<file path="src/rtl/core/assert_macros.svh">
// ----------------------------------------------------------------------------
// Assertion macros
// Shorthand for clocked concurrent assertions with asynchronous reset disable.
// ----------------------------------------------------------------------------
`ifndef ASSERT_MACROS_SVH
`define ASSERT_MACROS_SVH

// Property that must hold at every clock edge outside reset.
`define FDT_ASSERT(lbl, clk, rst_n, prop, msg) \
	lbl: assert property (@(posedge clk) disable iff (!rst_n) (prop)) else $error(msg);

// Consequent that must hold in the clock after the antecedent.
`define FDT_ASSERT_NEXT(lbl, clk, rst_n, ante, cons, msg) \
	lbl: assert property (@(posedge clk) disable iff (!rst_n) (ante) |=> (cons)) \
		else $error(msg);

`endif

</file>
<file path="src/rtl/core/fdt_pkg.sv">
// ----------------------------------------------------------------------------
// fdt_pkg
// Types and constants shared by the float to decimal text formatter.
// ----------------------------------------------------------------------------
`default_nettype none

package fdt_pkg;

	// Binary width of the integer part and its decimal digit count.
	localparam int BIN_W      = 32;
	localparam int BCD_DIGITS = 10;
	localparam int BCD_STEP_W = $clog2(BIN_W);

	// Fraction held as a binary fixed-point value with this many bits.
	localparam int FRAC_W = 60;

	// Largest supported number of fraction digits.
	localparam logic [3:0] MAX_FRAC_DIGITS = 4'd9;

	// Exponent landmarks of the single-precision format.
	localparam logic [7:0] EXP_ALL_ONES = 8'hFF;
	localparam logic [7:0] EXP_INT0     = 8'd150;
	localparam logic [7:0] EXP_SAT      = 8'd159;
	localparam logic [7:0] SUBNORM_SH   = 8'd149;

	// Text length counter width (longest text plus terminator fits).
	localparam int LEN_W = 5;

	// ASCII codes.
	localparam logic [7:0] CHAR_NUL   = 8'h00;
	localparam logic [7:0] CHAR_MINUS = 8'h2D;
	localparam logic [7:0] CHAR_DOT   = 8'h2E;
	localparam logic [7:0] CHAR_ZERO  = 8'h30;

	// Configuration register indexes and port widths.
	localparam int CFG_IDX_W  = 2;
	localparam int CFG_DATA_W = 8;
	localparam logic [CFG_IDX_W-1:0] REG_FRAC_DIGITS     = 2'd0;
	localparam logic [CFG_IDX_W-1:0] REG_BUFFER_CAPACITY = 2'd1;

	// Sequencer states.
	typedef enum logic [1:0] {
		S_IDLE,
		S_UNPACK,
		S_CONV,
		S_EMIT
	} fdt_state_t;

	// Status of the binary to BCD converter.
	typedef struct packed {
		logic busy;
		logic done;
	} fdt_bcd_stat_t;

endpackage

`default_nettype wire

</file>
<file path="src/rtl/core/float_to_decimal_text_unit.sv">
// ----------------------------------------------------------------------------
// float_to_decimal_text_unit
// The input beat is registered, unpacked in S_UNPACK, converted to BCD in S_CONV and laid out;
// S_EMIT then registers one character per cycle at the output while the output register is free
// or being read, for an item of up to 22 beats; the BCD conversion takes 32 steps.
// in_ready is high only while idle; the last character may still wait at the output.
// Reset (arst_n low, asynchronous) idles the sequencer, empties the output register
// and sets frac_digits to 2 and buffer_capacity to 32.
// ----------------------------------------------------------------------------
`default_nettype none

`include "assert_macros.svh"

module float_to_decimal_text_unit #(
	parameter int MAX_CAPACITY = 32
) (
	input  wire logic                             clk,
	input  wire logic                             arst_n,
	// Configuration write channel.
	input  wire logic                             cfg_valid,
	output logic                                  cfg_ready,
	input  wire logic [fdt_pkg::CFG_IDX_W-1:0]    cfg_index,
	input  wire logic [fdt_pkg::CFG_DATA_W-1:0]   cfg_data,
	// Input channel: one float per beat.
	input  wire logic                             in_valid,
	output logic                                  in_ready,
	input  wire logic [31:0]                      value_bits,
	// Output channel: one character per beat.
	output logic                                  out_valid,
	input  wire logic                             out_ready,
	output logic      [7:0]                       character,
	output logic                                  char_valid,
	output logic                                  last,
	output logic                                  truncated
);

	import fdt_pkg::*;

	localparam int CAP_W = $clog2(MAX_CAPACITY + 1);

	// Layout of the text of one item, fixed once the integer digits are known.
	typedef struct packed {
		logic              neg;
		logic [3:0]        nd;
		logic [LEN_W-1:0]  len;
		logic [LEN_W-1:0]  ntot;
		logic              trunc;
		logic              empty;
	} fdt_layout_t;

	// ------------------------------------------------------------------
	// Configuration registers. The port never stalls.
	// ------------------------------------------------------------------
	logic [3:0] frac_digits_q;
	logic [5:0] buffer_capacity_q;

	assign cfg_ready = 1'b1;

	always_ff @(posedge clk or negedge arst_n) begin
		if (!arst_n) begin
			frac_digits_q     <= 4'd2;
			buffer_capacity_q <= 6'd32;
		end else if (cfg_valid) begin
			unique case (cfg_index)
				REG_FRAC_DIGITS:     frac_digits_q     <= cfg_data[3:0];
				REG_BUFFER_CAPACITY: buffer_capacity_q <= cfg_data[5:0];
				default: ;
			endcase
		end
	end

	// ------------------------------------------------------------------
	// Sequencer.
	// ------------------------------------------------------------------
	fdt_state_t     state_q, state_d;
	fdt_bcd_stat_t  bcd_stat;
	logic           bcd_start;
	logic           frac_load;
	logic           lay_load;
	logic           emit_load;
	logic           emit_last;
	logic           out_valid_q;

	always_comb begin
		state_d = state_q;
		unique case (state_q)
			S_IDLE:   if (in_valid) state_d = S_UNPACK;
			S_UNPACK: state_d = S_CONV;
			S_CONV:   if (bcd_stat.done) state_d = S_EMIT;
			S_EMIT:   if (emit_load && emit_last) state_d = S_IDLE;
			default:  state_d = S_IDLE;
		endcase
	end

	always_comb begin
		in_ready  = 1'b0;
		bcd_start = 1'b0;
		frac_load = 1'b0;
		lay_load  = 1'b0;
		emit_load = 1'b0;
		unique case (state_q)
			S_IDLE: begin
				in_ready = 1'b1;
			end
			S_UNPACK: begin
				bcd_start = 1'b1;
				frac_load = 1'b1;
			end
			S_CONV: begin
				lay_load = bcd_stat.done;
			end
			S_EMIT: begin
				emit_load = !out_valid_q || out_ready;
			end
			default: ;
		endcase
	end

	always_ff @(posedge clk or negedge arst_n) begin
		if (!arst_n) begin
			state_q <= S_IDLE;
		end else begin
			state_q <= state_d;
		end
	end

	// ------------------------------------------------------------------
	// Unpacking. The input beat is held, then split into the integer part
	// and a 60-bit binary fraction. Fraction bits below 2^-60 can never
	// reach the ninth decimal digit, so dropping them is exact.
	// NaN is taken as zero; infinities and exponents of 2^32 and above
	// saturate with a zero fraction.
	// ------------------------------------------------------------------
	logic [31:0]          value_q;
	logic                 sign;
	logic [7:0]           ex;
	logic [22:0]          man;
	logic                 is_nan;
	logic                 neg_d;
	logic                 neg_q;
	logic [23:0]          mant;
	logic [7:0]           rsh;
	logic [FRAC_W+23:0]   wide;
	logic [BIN_W-1:0]     ipart;
	logic [FRAC_W-1:0]    frac_init;

	always_ff @(posedge clk) begin
		if (in_valid && in_ready) begin
			value_q <= value_bits;
		end
	end

	assign sign   = value_q[31];
	assign ex     = value_q[30:23];
	assign man    = value_q[22:0];
	assign is_nan = (ex == EXP_ALL_ONES) && (man != '0);
	assign neg_d  = sign && !is_nan && !((ex == '0) && (man == '0));
	assign mant   = {(ex != '0), man};
	assign rsh    = (ex != '0) ? 8'(EXP_INT0 - ex) : SUBNORM_SH;
	assign wide   = {mant, {FRAC_W{1'b0}}} >> rsh;

	always_comb begin
		if (is_nan) begin
			ipart     = '0;
			frac_init = '0;
		end else if (ex >= EXP_SAT) begin
			ipart     = '1;
			frac_init = '0;
		end else if (ex >= EXP_INT0) begin
			ipart     = ({8'b0, mant} << 4'(ex - EXP_INT0));
			frac_init = '0;
		end else begin
			ipart     = {8'b0, wide[FRAC_W+23:FRAC_W]};
			frac_init = wide[FRAC_W-1:0];
		end
	end

	always_ff @(posedge clk) begin
		if (bcd_start) begin
			neg_q <= neg_d;
		end
	end

	// ------------------------------------------------------------------
	// Integer digits by double dabble; fraction digits on the fly.
	// ------------------------------------------------------------------
	logic [BCD_DIGITS-1:0][3:0]  bcd_digits;
	logic [3:0]                  frac_digit;
	logic                        frac_sel;
	logic                        frac_step;

	fdt_bcd u_bcd (
		.clk    (clk),
		.arst_n (arst_n),
		.start  (bcd_start),
		.bin    (ipart),
		.digits (bcd_digits),
		.stat   (bcd_stat)
	);

	fdt_frac u_frac (
		.clk      (clk),
		.load     (frac_load),
		.load_val (frac_init),
		.step     (frac_step),
		.digit    (frac_digit)
	);

	// ------------------------------------------------------------------
	// Text layout and capacity handling. A negative value with room for
	// fewer than two characters, and a capacity of zero, give a single
	// empty beat flagged last and truncated.
	// ------------------------------------------------------------------
	fdt_layout_t         lay_d, lay_q;
	logic [3:0]          prec;
	logic [CAP_W-1:0]    cap;
	logic                full;

	assign prec = (frac_digits_q > MAX_FRAC_DIGITS) ? MAX_FRAC_DIGITS : frac_digits_q;

	always_comb begin
		if (int'(buffer_capacity_q) > MAX_CAPACITY) begin
			cap = CAP_W'(MAX_CAPACITY);
		end else begin
			cap = CAP_W'(buffer_capacity_q);
		end
	end

	always_comb begin
		lay_d.neg = neg_q;
		lay_d.nd  = 4'd1;
		for (int i = 1; i < BCD_DIGITS; i++) begin
			if (bcd_digits[i] != 4'd0) begin
				lay_d.nd = 4'(i + 1);
			end
		end
		lay_d.len   = LEN_W'(neg_q) + LEN_W'(lay_d.nd) + LEN_W'(1) + LEN_W'(prec);
		full        = (int'(lay_d.len) + 1) <= int'(cap);
		lay_d.empty = (neg_q && (int'(cap) < 2)) || (cap == '0);
		lay_d.trunc = !full;
		if (lay_d.empty) begin
			lay_d.ntot = LEN_W'(1);
		end else if (full) begin
			lay_d.ntot = lay_d.len + LEN_W'(1);
		end else if (int'(cap) < int'(lay_d.len)) begin
			lay_d.ntot = LEN_W'(cap);
		end else begin
			lay_d.ntot = lay_d.len;
		end
	end

	// ------------------------------------------------------------------
	// Character emission: sign, integer digits from the top, point,
	// fraction digits, terminator.
	// ------------------------------------------------------------------
	logic [LEN_W-1:0]  k_q;
	logic [LEN_W-1:0]  int_end;
	logic [3:0]        int_idx;
	logic [7:0]        emit_char;
	logic              emit_cvalid;

	always_ff @(posedge clk) begin
		if (lay_load) begin
			lay_q <= lay_d;
		end
	end

	always_ff @(posedge clk or negedge arst_n) begin
		if (!arst_n) begin
			k_q <= '0;
		end else if (lay_load) begin
			k_q <= '0;
		end else if (emit_load) begin
			k_q <= k_q + LEN_W'(1);
		end
	end

	assign int_end   = LEN_W'(lay_q.neg) + LEN_W'(lay_q.nd);
	assign int_idx   = 4'(int_end - LEN_W'(1) - k_q);
	assign emit_last = (k_q == (lay_q.ntot - LEN_W'(1)));
	assign frac_step = emit_load && frac_sel;

	always_comb begin
		emit_char   = CHAR_NUL;
		emit_cvalid = 1'b1;
		frac_sel    = 1'b0;
		if (lay_q.empty) begin
			emit_cvalid = 1'b0;
		end else if (lay_q.neg && (k_q == '0)) begin
			emit_char = CHAR_MINUS;
		end else if (k_q < int_end) begin
			emit_char = CHAR_ZERO + {4'b0, bcd_digits[int_idx]};
		end else if (k_q == int_end) begin
			emit_char = CHAR_DOT;
		end else if (k_q < lay_q.len) begin
			emit_char = CHAR_ZERO + {4'b0, frac_digit};
			frac_sel  = 1'b1;
		end
	end

	// Output register: a beat waits here while the sequencer moves on.
	logic [7:0] char_q;
	logic       cvalid_q;
	logic       last_q;
	logic       trunc_q;

	always_ff @(posedge clk or negedge arst_n) begin
		if (!arst_n) begin
			out_valid_q <= 1'b0;
		end else if (emit_load) begin
			out_valid_q <= 1'b1;
		end else if (out_ready) begin
			out_valid_q <= 1'b0;
		end
	end

	always_ff @(posedge clk) begin
		if (emit_load) begin
			char_q   <= emit_char;
			cvalid_q <= emit_cvalid;
			last_q   <= emit_last;
			trunc_q  <= emit_last && lay_q.trunc;
		end
	end

	assign out_valid  = out_valid_q;
	assign character  = char_q;
	assign char_valid = cvalid_q;
	assign last       = last_q;
	assign truncated  = trunc_q;

	// ------------------------------------------------------------------
	// Assertions.
	// ------------------------------------------------------------------
	`FDT_ASSERT_NEXT(a_busy_after_accept, clk, arst_n, in_valid && in_ready, !in_ready, "input accepted while busy")
	`FDT_ASSERT(a_trunc_only_last, clk, arst_n, out_valid && truncated |-> last, "truncated beat is not last")
	`FDT_ASSERT(a_empty_beat, clk, arst_n, out_valid && !char_valid |-> last && truncated, "empty beat not final")
	`FDT_ASSERT(a_bcd_idle_emit, clk, arst_n, state_q == S_EMIT |-> !bcd_stat.busy, "converter busy in emit")

endmodule

`default_nettype wire

</file>
<file path="src/rtl/core/fdt_bcd.sv">
// ----------------------------------------------------------------------------
// fdt_bcd
// Iterative binary to BCD converter, one shift-and-adjust step per cycle.
// ----------------------------------------------------------------------------
`default_nettype none

module fdt_bcd (
	input  wire logic                                  clk,
	input  wire logic                                  arst_n,
	input  wire logic                                  start,
	input  wire logic [fdt_pkg::BIN_W-1:0]             bin,
	output logic      [fdt_pkg::BCD_DIGITS-1:0][3:0]   digits,
	output fdt_pkg::fdt_bcd_stat_t                     stat
);

	import fdt_pkg::*;

	logic [BIN_W-1:0]            bin_q;
	logic [BCD_DIGITS-1:0][3:0]  bcd_q;
	logic [BCD_DIGITS-1:0][3:0]  adj;
	logic [BCD_STEP_W-1:0]       cnt_q;
	logic                        busy_q;
	logic                        done_q;

	// Every digit of five or more gets three added before the shift.
	always_comb begin
		for (int i = 0; i < BCD_DIGITS; i++) begin
			adj[i] = (bcd_q[i] >= 4'd5) ? (bcd_q[i] + 4'd3) : bcd_q[i];
		end
	end

	always_ff @(posedge clk or negedge arst_n) begin
		if (!arst_n) begin
			busy_q <= 1'b0;
			done_q <= 1'b0;
			cnt_q  <= '0;
		end else begin
			done_q <= 1'b0;
			if (start) begin
				busy_q <= 1'b1;
				cnt_q  <= '0;
			end else if (busy_q) begin
				cnt_q <= cnt_q + 1'b1;
				if (cnt_q == BCD_STEP_W'(BIN_W - 1)) begin
					busy_q <= 1'b0;
					done_q <= 1'b1;
				end
			end
		end
	end

	always_ff @(posedge clk) begin
		if (start) begin
			bin_q <= bin;
			bcd_q <= '0;
		end else if (busy_q) begin
			{bcd_q, bin_q} <= {adj, bin_q} << 1;
		end
	end

	assign digits    = bcd_q;
	assign stat.busy = busy_q;
	assign stat.done = done_q;

endmodule

`default_nettype wire

</file>
<file path="src/rtl/core/fdt_frac.sv">
// ----------------------------------------------------------------------------
// fdt_frac
// Fraction digit generator: multiplies the binary fraction by ten per digit.
// ----------------------------------------------------------------------------
`default_nettype none

module fdt_frac (
	input  wire logic                        clk,
	input  wire logic                        load,
	input  wire logic [fdt_pkg::FRAC_W-1:0]  load_val,
	input  wire logic                        step,
	output logic      [3:0]                  digit
);

	import fdt_pkg::*;

	logic [FRAC_W-1:0]   fr_q;
	logic [FRAC_W+3:0]   prod;

	// Times ten as eight plus two; the bits above the point are the digit.
	assign prod  = ({4'b0, fr_q} << 3) + ({4'b0, fr_q} << 1);
	assign digit = prod[FRAC_W+3:FRAC_W];

	always_ff @(posedge clk) begin
		if (load) begin
			fr_q <= load_val;
		end else if (step) begin
			fr_q <= prod[FRAC_W-1:0];
		end
	end

endmodule

`default_nettype wire

</file>
<file path="config.mk">
export PLATFORM = sky130hd
export DESIGN_NAME = float_to_decimal_text_unit
export DESIGN_NICKNAME = d
export VERILOG_FILES = /design/src/rtl/core/fdt_pkg.sv /design/src/rtl/core/float_to_decimal_text_unit.sv /design/src/rtl/core/fdt_bcd.sv /design/src/rtl/core/fdt_frac.sv
export VERILOG_INCLUDE_DIRS = /design/src /design/src/rtl/core
export SDC_FILE = /design/constraint.sdc
export NUM_CORES = 1
export LEC_CHECK = 0
export BUFFER_PORTS_ARGS = -buffer_cell sky130_fd_sc_hd__buf_2
export CAP_MARGIN = 0
export CELL_PAD_IN_SITES_DETAIL_PLACEMENT = 0
export CELL_PAD_IN_SITES_GLOBAL_PLACEMENT = 1
export CORE_ASPECT_RATIO = 1.4
export CORE_MARGIN = 2
export CORE_UTILIZATION = 54
export CTS_CLUSTER_SIZE = 40
export DETAILED_ROUTE_END_ITERATION = 7
export GPL_TIMING_DRIVEN = 0
export PLACE_DENSITY_LB_ADDON = 0.05
export RECOVER_POWER = 100
export SLEW_MARGIN = 20
export SYNTH_ARGS = -nofsm -noshare
export SYNTH_HDL_FRONTEND = slang
export SYNTH_SLANG_ARGS = --single-unit
</file>
<file path="constraint.sdc">
create_clock -name clk -period 13.3 [get_ports clk]
set_clock_uncertainty 0.2 [all_clocks]
set_input_delay 1.995 -clock clk [delete_from_list [all_inputs] [get_ports clk]]
set_output_delay 1.995 -clock clk [all_outputs]
set_load 0.05 [all_outputs]
</file>
======== After elaboration in Yosys (flattened, before gate mapping) ========
Index checks and enable logic that the tools add are counted.
operators by class
  add/sub/neg operators ................... 26
  equal/unequal tests ..................... 11
  muxes and demuxes ....................... 66
  reduce and logical (&&, ||, !) cells .... 41
  order comparisons ....................... 20
  shift operators ......................... 2
operator list
  cell                                                                   number
  60-bit two-way mux                                                     5
  32-bit two-way mux                                                     5
  84-bit by 8-bit >> shifter with 84-bit output                          1
  4-bit two-way mux                                                      19
  63-bit by 61-bit adder with 64-bit output                              1
  4-bit by 3-bit >= comparator with 1-bit output, second input constant  10
  4-bit by 2-bit adder with 4-bit output, second input constant          9
  4-bit nonzero test                                                     9
  24-bit by 4-bit left shift with 32-bit output                          1
  5-bit two-way mux                                                      6
  23-bit zero test                                                       1
  23-bit nonzero test                                                    1
  7-bit two-way mux                                                      3
  5-bit by 1-bit adder with 5-bit output, second input constant          4
  1-bit two-way mux                                                      18
  4-bit binary-select mux with 4-bit select                              1
  8-bit >= comparator, second input constant                             2
  6-bit by 4-bit adder with 7-bit output, first input constant           2
  6-bit two-way mux                                                      2
  1-bit by 4-bit adder with 5-bit output                                 2
  5-bit equality test                                                    2
  1-bit logical AND                                                      10
  5-bit less-than comparator                                             2
  8-bit equality test, second input constant                             1
  34 further kinds                                                       49
word-level totals
  input bits .............................. 47
  output and inout bits ................... 14
  bits in registers ....................... 217
  logic and storage cells ................. 199

======== Depth between registers and ports, before layout ========
  depth after elaboration ................. 16
  gate-level depth with buffers ........... 24
  gate-level depth less buffers ........... 23

======== By module ========
From an unflattened synthesis, not the netlist that was laid out.
second synthesis, totals
  cells, all modules ...................... 2252
  area, all modules ....................... 19546.2 sq um
by module, submodules not included
  module                      instances  area each (sq um)  cells an instance  sequential area each (sq um)
  float_to_decimal_text_unit  1          9302.7             1114               2224.6
  fdt_frac                    1          6142.1             741                1801.7
  fdt_bcd                     1          4101.4             397                1936.9

======== Worst setup path after synthesis ========
No wires, ideal clock.
  path kind ............................... input -> register
  start ................................... in out_ready
  end ..................................... reg u_frac.fr_q[0] (enable)
  buffers on the path ..................... 1
  path slack .............................. 8.558 ns
  arrival ................................. 4.122 ns
  library setup time ...................... 0.419 ns
  required time ........................... 12.681 ns
  cell stages on the path ................. 5
  cell sequence ........................... nand2b_1 -> and2_1 -> clkbuf_1 -> nand3_1 -> nand2_1
on the way
  cells in the longest elaborated chain, start to end .. 4
RTL lines
  element                              RTL line                           source
  from (decl)                          float_to_decimal_text_unit.sv:30   input wire logic out_ready,
  1-bit logical OR                     float_to_decimal_text_unit.sv:113  emit_load = !out_valid_q || out_ready;
  1-bit two-way mux                    float_to_decimal_text_unit.sv:101  unique case (state_q)
  named net emit_load                  float_to_decimal_text_unit.sv:80   logic emit_load;
  1-bit logical AND                    float_to_decimal_text_unit.sv:281  assign frac_step = emit_load && frac_sel;
  2-bit nonzero test (no source line)  --
  to (signal assigned)                 fdt_frac.sv:26                     fr_q <= load_val;
  to (signal assigned)                 fdt_frac.sv:28                     fr_q <= prod[FRAC_W-1:0];
  to (decl)                            fdt_frac.sv:17                     logic [FRAC_W-1:0] fr_q;
The timed path passes the listed nets, and every way through them passes these cells.
A chain may end at the register's enable or synchronous reset.

======== Worst setup path after layout ========
  start ................................... reg value_q[24]
  end ..................................... reg u_frac.fr_q[57], data pin
on the way
  cells in the longest elaborated chain, start to end .. 7
  elaborated cells between the ends (all ways) .. 12
  classes of those cells .................. add/sub (1); order compare (2); eq/ne (1); shift (1); mux (5); reduce/logical (2)
RTL lines
  element                                                        RTL line                                                              source
  from (decl)                                                    float_to_decimal_text_unit.sv:134                                     logic [31:0] value_q;
  from (signal assigned)                                         float_to_decimal_text_unit.sv:149                                     value_q <= value_bits;
  8-bit subtractor / 8-bit nonzero test (equally long branches)  float_to_decimal_text_unit.sv:159, float_to_decimal_text_unit.sv:158
  8-bit two-way mux                                              float_to_decimal_text_unit.sv:159                                     assign rsh = (ex != '0) ? 8'(EXP_INT0 - ex) : SUBNORM_SH;
  84-bit by 8-bit >> shifter with 84-bit output                  float_to_decimal_text_unit.sv:160                                     assign wide = {mant, {FRAC_W{1'b0}}} >> rsh;
  60-bit two-way mux                                             float_to_decimal_text_unit.sv:169                                     end else if (ex >= EXP_INT0) begin
  60-bit two-way mux                                             float_to_decimal_text_unit.sv:166                                     end else if (ex >= EXP_SAT) begin
  60-bit two-way mux *                                           float_to_decimal_text_unit.sv:163                                     if (is_nan) begin
  60-bit two-way mux *                                           fdt_frac.sv:25                                                        if (load) begin
Mark *: on every way between the ends. The rest lies on a longest branch, timed or not.

==> flow_summary.json <==
{
  "fp.coreArea_um2": 32400,
  "cts_post_setup_buffers_inserted": 0,
  "ctsLongestPathBuffers": 3,
  "synth_enable_flop_cells": 151,
  "design.portCount": 61,
  "achievable-frequency_ghz": 0.158,
  "cts.sinks": 216,
  "power.density_nw_per_um2": 310,
  "synth_area_per_cell_um2": 9.03,
  "finalCritPeriodShare": 0.476,
  "worst-r2r-setup-slack_ns": 6.96,
  "min_delay_path_depth": 0,
  "worst_ir_drop_vdd_mv": 0.218,
  "globalplace.congestion": 0.987,
  "worstPathArrival_ns": 6.42,
  "ys_seq_elements": 216,
  "reg2reg_depth": 15,
  "grt_antenna_before_repair": 0,
  "maxCapViolations": 3,
  "layout.area.seq_um2": 5960,
  "grt.overflow.total": 0,
  "die_x_um": 157,
  "wire_length_of_the_first_global_routing_pass_mm": 85.3,
  "cts_tree": "done",
  "n_fill_cell": 3016,
  "antenna_cells": 0,
  "worstPathMaxFanout": 11,
  "finalSetupTns_ns": 0,
  "numnets_final": 2224,
  "area.growth.synth_to_final_pct": 8.48,
  "failed_checks": "capacitance limit, slew limit",
  "rows": 78,
  "synth.lib_cells_used.distinct": 92,
  "first_global_vias": 15500,
  "ys_top_cells_by_count": "nand2_1 (206), a21oi_1 (159), nor2_1 (156), edfxtp_1 (151), ha_1 (129)",
  "route.detailed.drc": 0,
  "portBuffers": 55,
  "multiInputGateArea_um2": 11000,
  "detail_route.iter0.violations": 1296,
  "firstDrtPassIters": 7,
  "synth_top_cell_by_area": "edfxtp_1",
  "hold_path_startpoint": "neg_q",
  "cts_inserted_buffers": 24,
  "r2r-start": "value_q[24]",
  "worst_setup_hold_path_clk_slew_ns": 0.06,
  "count_of_vias_placed_by_the_detailed_router": 15900,
  "hold_path_class": "register to register",
  "clk_latency_ns": 0.55,
  "worst-slew-pin-transition_ns": 3.06,
  "ant_nets": 0,
  "start_util": 0.547,
  "setup_violations": 0,
  "cts_hold_repair.buffers": 0,
  "layout-drive-gt1-share": 0.0780,
  "route.detailed.wl_per_inst_um": 22.3,
  "report.power.total_uw": 5960,
  "cp-start-kind": "register",
  "worst_reg2reg_path_endpoint": "u_frac.fr_q[57]",
  "cts_root_buffer": "clkbuf_16",
  "mappedNetlistArea_um2": 17700,
  "dieHeight_um": 218,
  "instance_count_of_the_mapped_netlist": 1962,
  "post_drt_via_cell_ratio": 6.35,
  "largest_net_degree_at_the_start_of_global_routing": 56,
  "required_ns": 13.38,
  "timing.final.crit_period_ns": 6.34,
  "remaining_max_slew_budget_at_the_tightest_pin": -1.04,
  "dp.final_hpwl_mm": 43.7,
  "netlist_top_cells_area": "edfxtp_1 (26%), ha_1 (9.1%), mux2i_1 (6.5%), dfxtp_1 (4.5%), a21oi_1 (4.5%)",
  "track_usage": 0.322,
  "synthMostInstantiatedCell": "nand2_1",
  "timing_hold_violations_final": 0,
  "clock_tree.htree_level_count": 1,
  "fraction_of_synthesis_flops_using_an_asynchronous_set_or_reset_pin": 0.116,
  "drt_wl_total_mm": 55.7,
  "min_to": "lay_q[16]",
  "criticalPathCategory": "register to register",
  "power.static_leakage_uw": 0.00777,
  "report.final.slew_viol_count": 114,
  "status": "complete, but fails checks",
  "worst_setup_path_end_kind": "register",
  "post_cts_resize_count": 0,
  "synth_flop_cell": "edfxtp_1",
  "dieArea_um2": 34300,
  "rsz_0062_raised_after_global_routing": "no",
  "synth_warnings": 0,
  "synth-seq-area-share": 0.337,
  "post-synth-top-area-fraction": 0.256
}
routing by layer:
metal / GRT usage / vias to the layer above / part of all wire
met2: 0.585 / 605 / 0.51
li1: - / 7440 / -
met5: 0 / - / 0
met3: 0.0410 / 179 / 0.059
met4: 0.153 / 0 / 0.054
met1: 0.372 / 7682 / 0.38
flip-flops by register name, indices dropped and copies added, names as in the netlist:
register / cells
buffer_capacity_q: 6
char_valid: 1
character: 6
frac_digits_q: 4
k_q: 5
last: 1
lay_q: 17
neg_q: 1
out_valid: 1
state_q: 2
truncated: 1
u_bcd.bin_q: 32
u_bcd.busy_q: 1
u_bcd.cnt_q: 5
u_bcd.digits: 40
u_bcd.done_q: 1
u_frac.fr_q: 60
value_q: 32
per-stage QoR:
stage / std cells / util / cell area (µm²) / hold slack, ns / setup slack [ns]
floorplan: 1963 / - / 17700 / 0.226 / 8.56
global route: 2503 / 0.593 / 19200 / 0.296 / 6.67
finish: 2503 / 0.593 / 19200 / 0.260 / 6.96
global placement: 2458 / 0.572 / 18500 / 0.243 / 7.74
CTS: 2503 / 0.597 / 19400 / 0.270 / 7.59
detailed placement: 2459 / 0.573 / 18600 / 0.253 / 7.61
cells in the final DEF, fill, tap and decap left out, drive strengths merged, types with 8 or more instances in the layout:
master / instances
nand3: 44
o21a: 19
o21bai: 8
a21oi: 162
nor3: 36
mux2: 31
nor2: 159
a221oi: 12
a221o: 8
a21o: 39
nor2b: 18
and2: 19
nor3b: 8
xor2: 44
a22oi: 8
a22o: 9
xnor2: 59
o221ai: 12
o211ai: 11
clkinv: 11
nand4: 17
buf: 62
dfrtp: 23
o2bb2ai: 25
nand2: 209
inv: 75
mux2i: 116
dfxtp: 40
a211oi: 19
nand2b: 30
edfxtp: 151
ha: 129
o22ai: 27
clkbuf: 127
a31oi: 24
and3: 12
o21ai: 139
mux4: 17
logic make-up (layout without fill, tap and decap cells):
family,after synthesis,count (layout),synth area share
AOI/OAI and AO/OA,583,583,0.214
and+or+nand+nor,583,583,0.153
DFF,216,216,0.337
buffers and inverters,179,279,0.0420
muxes,164,164,0.107
adders and majority gates,132,132,0.0945
xor gates and xnor gates,103,103,0.0518
other,2,3,0.000424
critical path, stage by stage (launching register included):
cell,delay (ns)
edfxtp_1,0.53
clkbuf_1,0.34
clkinv_1,0.23
clkbuf_1,0.51
ha_1,0.26
nor4b_1,0.62
nand2_1,0.34
nand2_1,0.36
clkbuf_1,0.55
mux2i_1,0.30
mux2i_1,0.16
mux2_1,0.35
a21oi_1,0.71
mux2i_1,0.29
nand2_1,0.20
nand3_1,0.11
worst max-delay path by stage:
stage | startpoint | to | depth (start not counted)
final | value_q[24] | u_frac.fr_q[57] | 15
after global routing | value_q[24] | u_frac.fr_q[57] | 15
after CTS | u_bcd.digits[4] | lay_q[2] | 23
after detailed placement | u_bcd.digits[4] | lay_q[2] | 23
after global placement | out_ready | u_frac.fr_q[1] | 6
after floorplan | out_ready | u_frac.fr_q[0] | 5
final cells by class:
type / instances / area share
Sequential cell: 216 / 0.310
Buffer: 103 / 0.0223
Multi-Input combinational cell: 1568 / 0.570
Tap cell: 440 / 0.0287
Clock inverter: 14 / 0.00462
Timing Repair Buffer: 56 / 0.0136
Inverter: 76 / 0.0148
Clock buffer: 30 / 0.0357
where the power goes:
| group | total [µW] | internal (µW) | leakage (µW) | switching [µW] |
|---|---|---|---|---|
| logic | 3980 | 1480 | 0.00529 | 2500 |
| clock network | 650 | 367 | 0.000373 | 283 |
| registers | 1330 | 1140 | 0.00210 | 186 |
| total | 5960 | 2990 | 0.00777 | 2970 |
No activity file was read; power rests on OpenSTA's default activity.
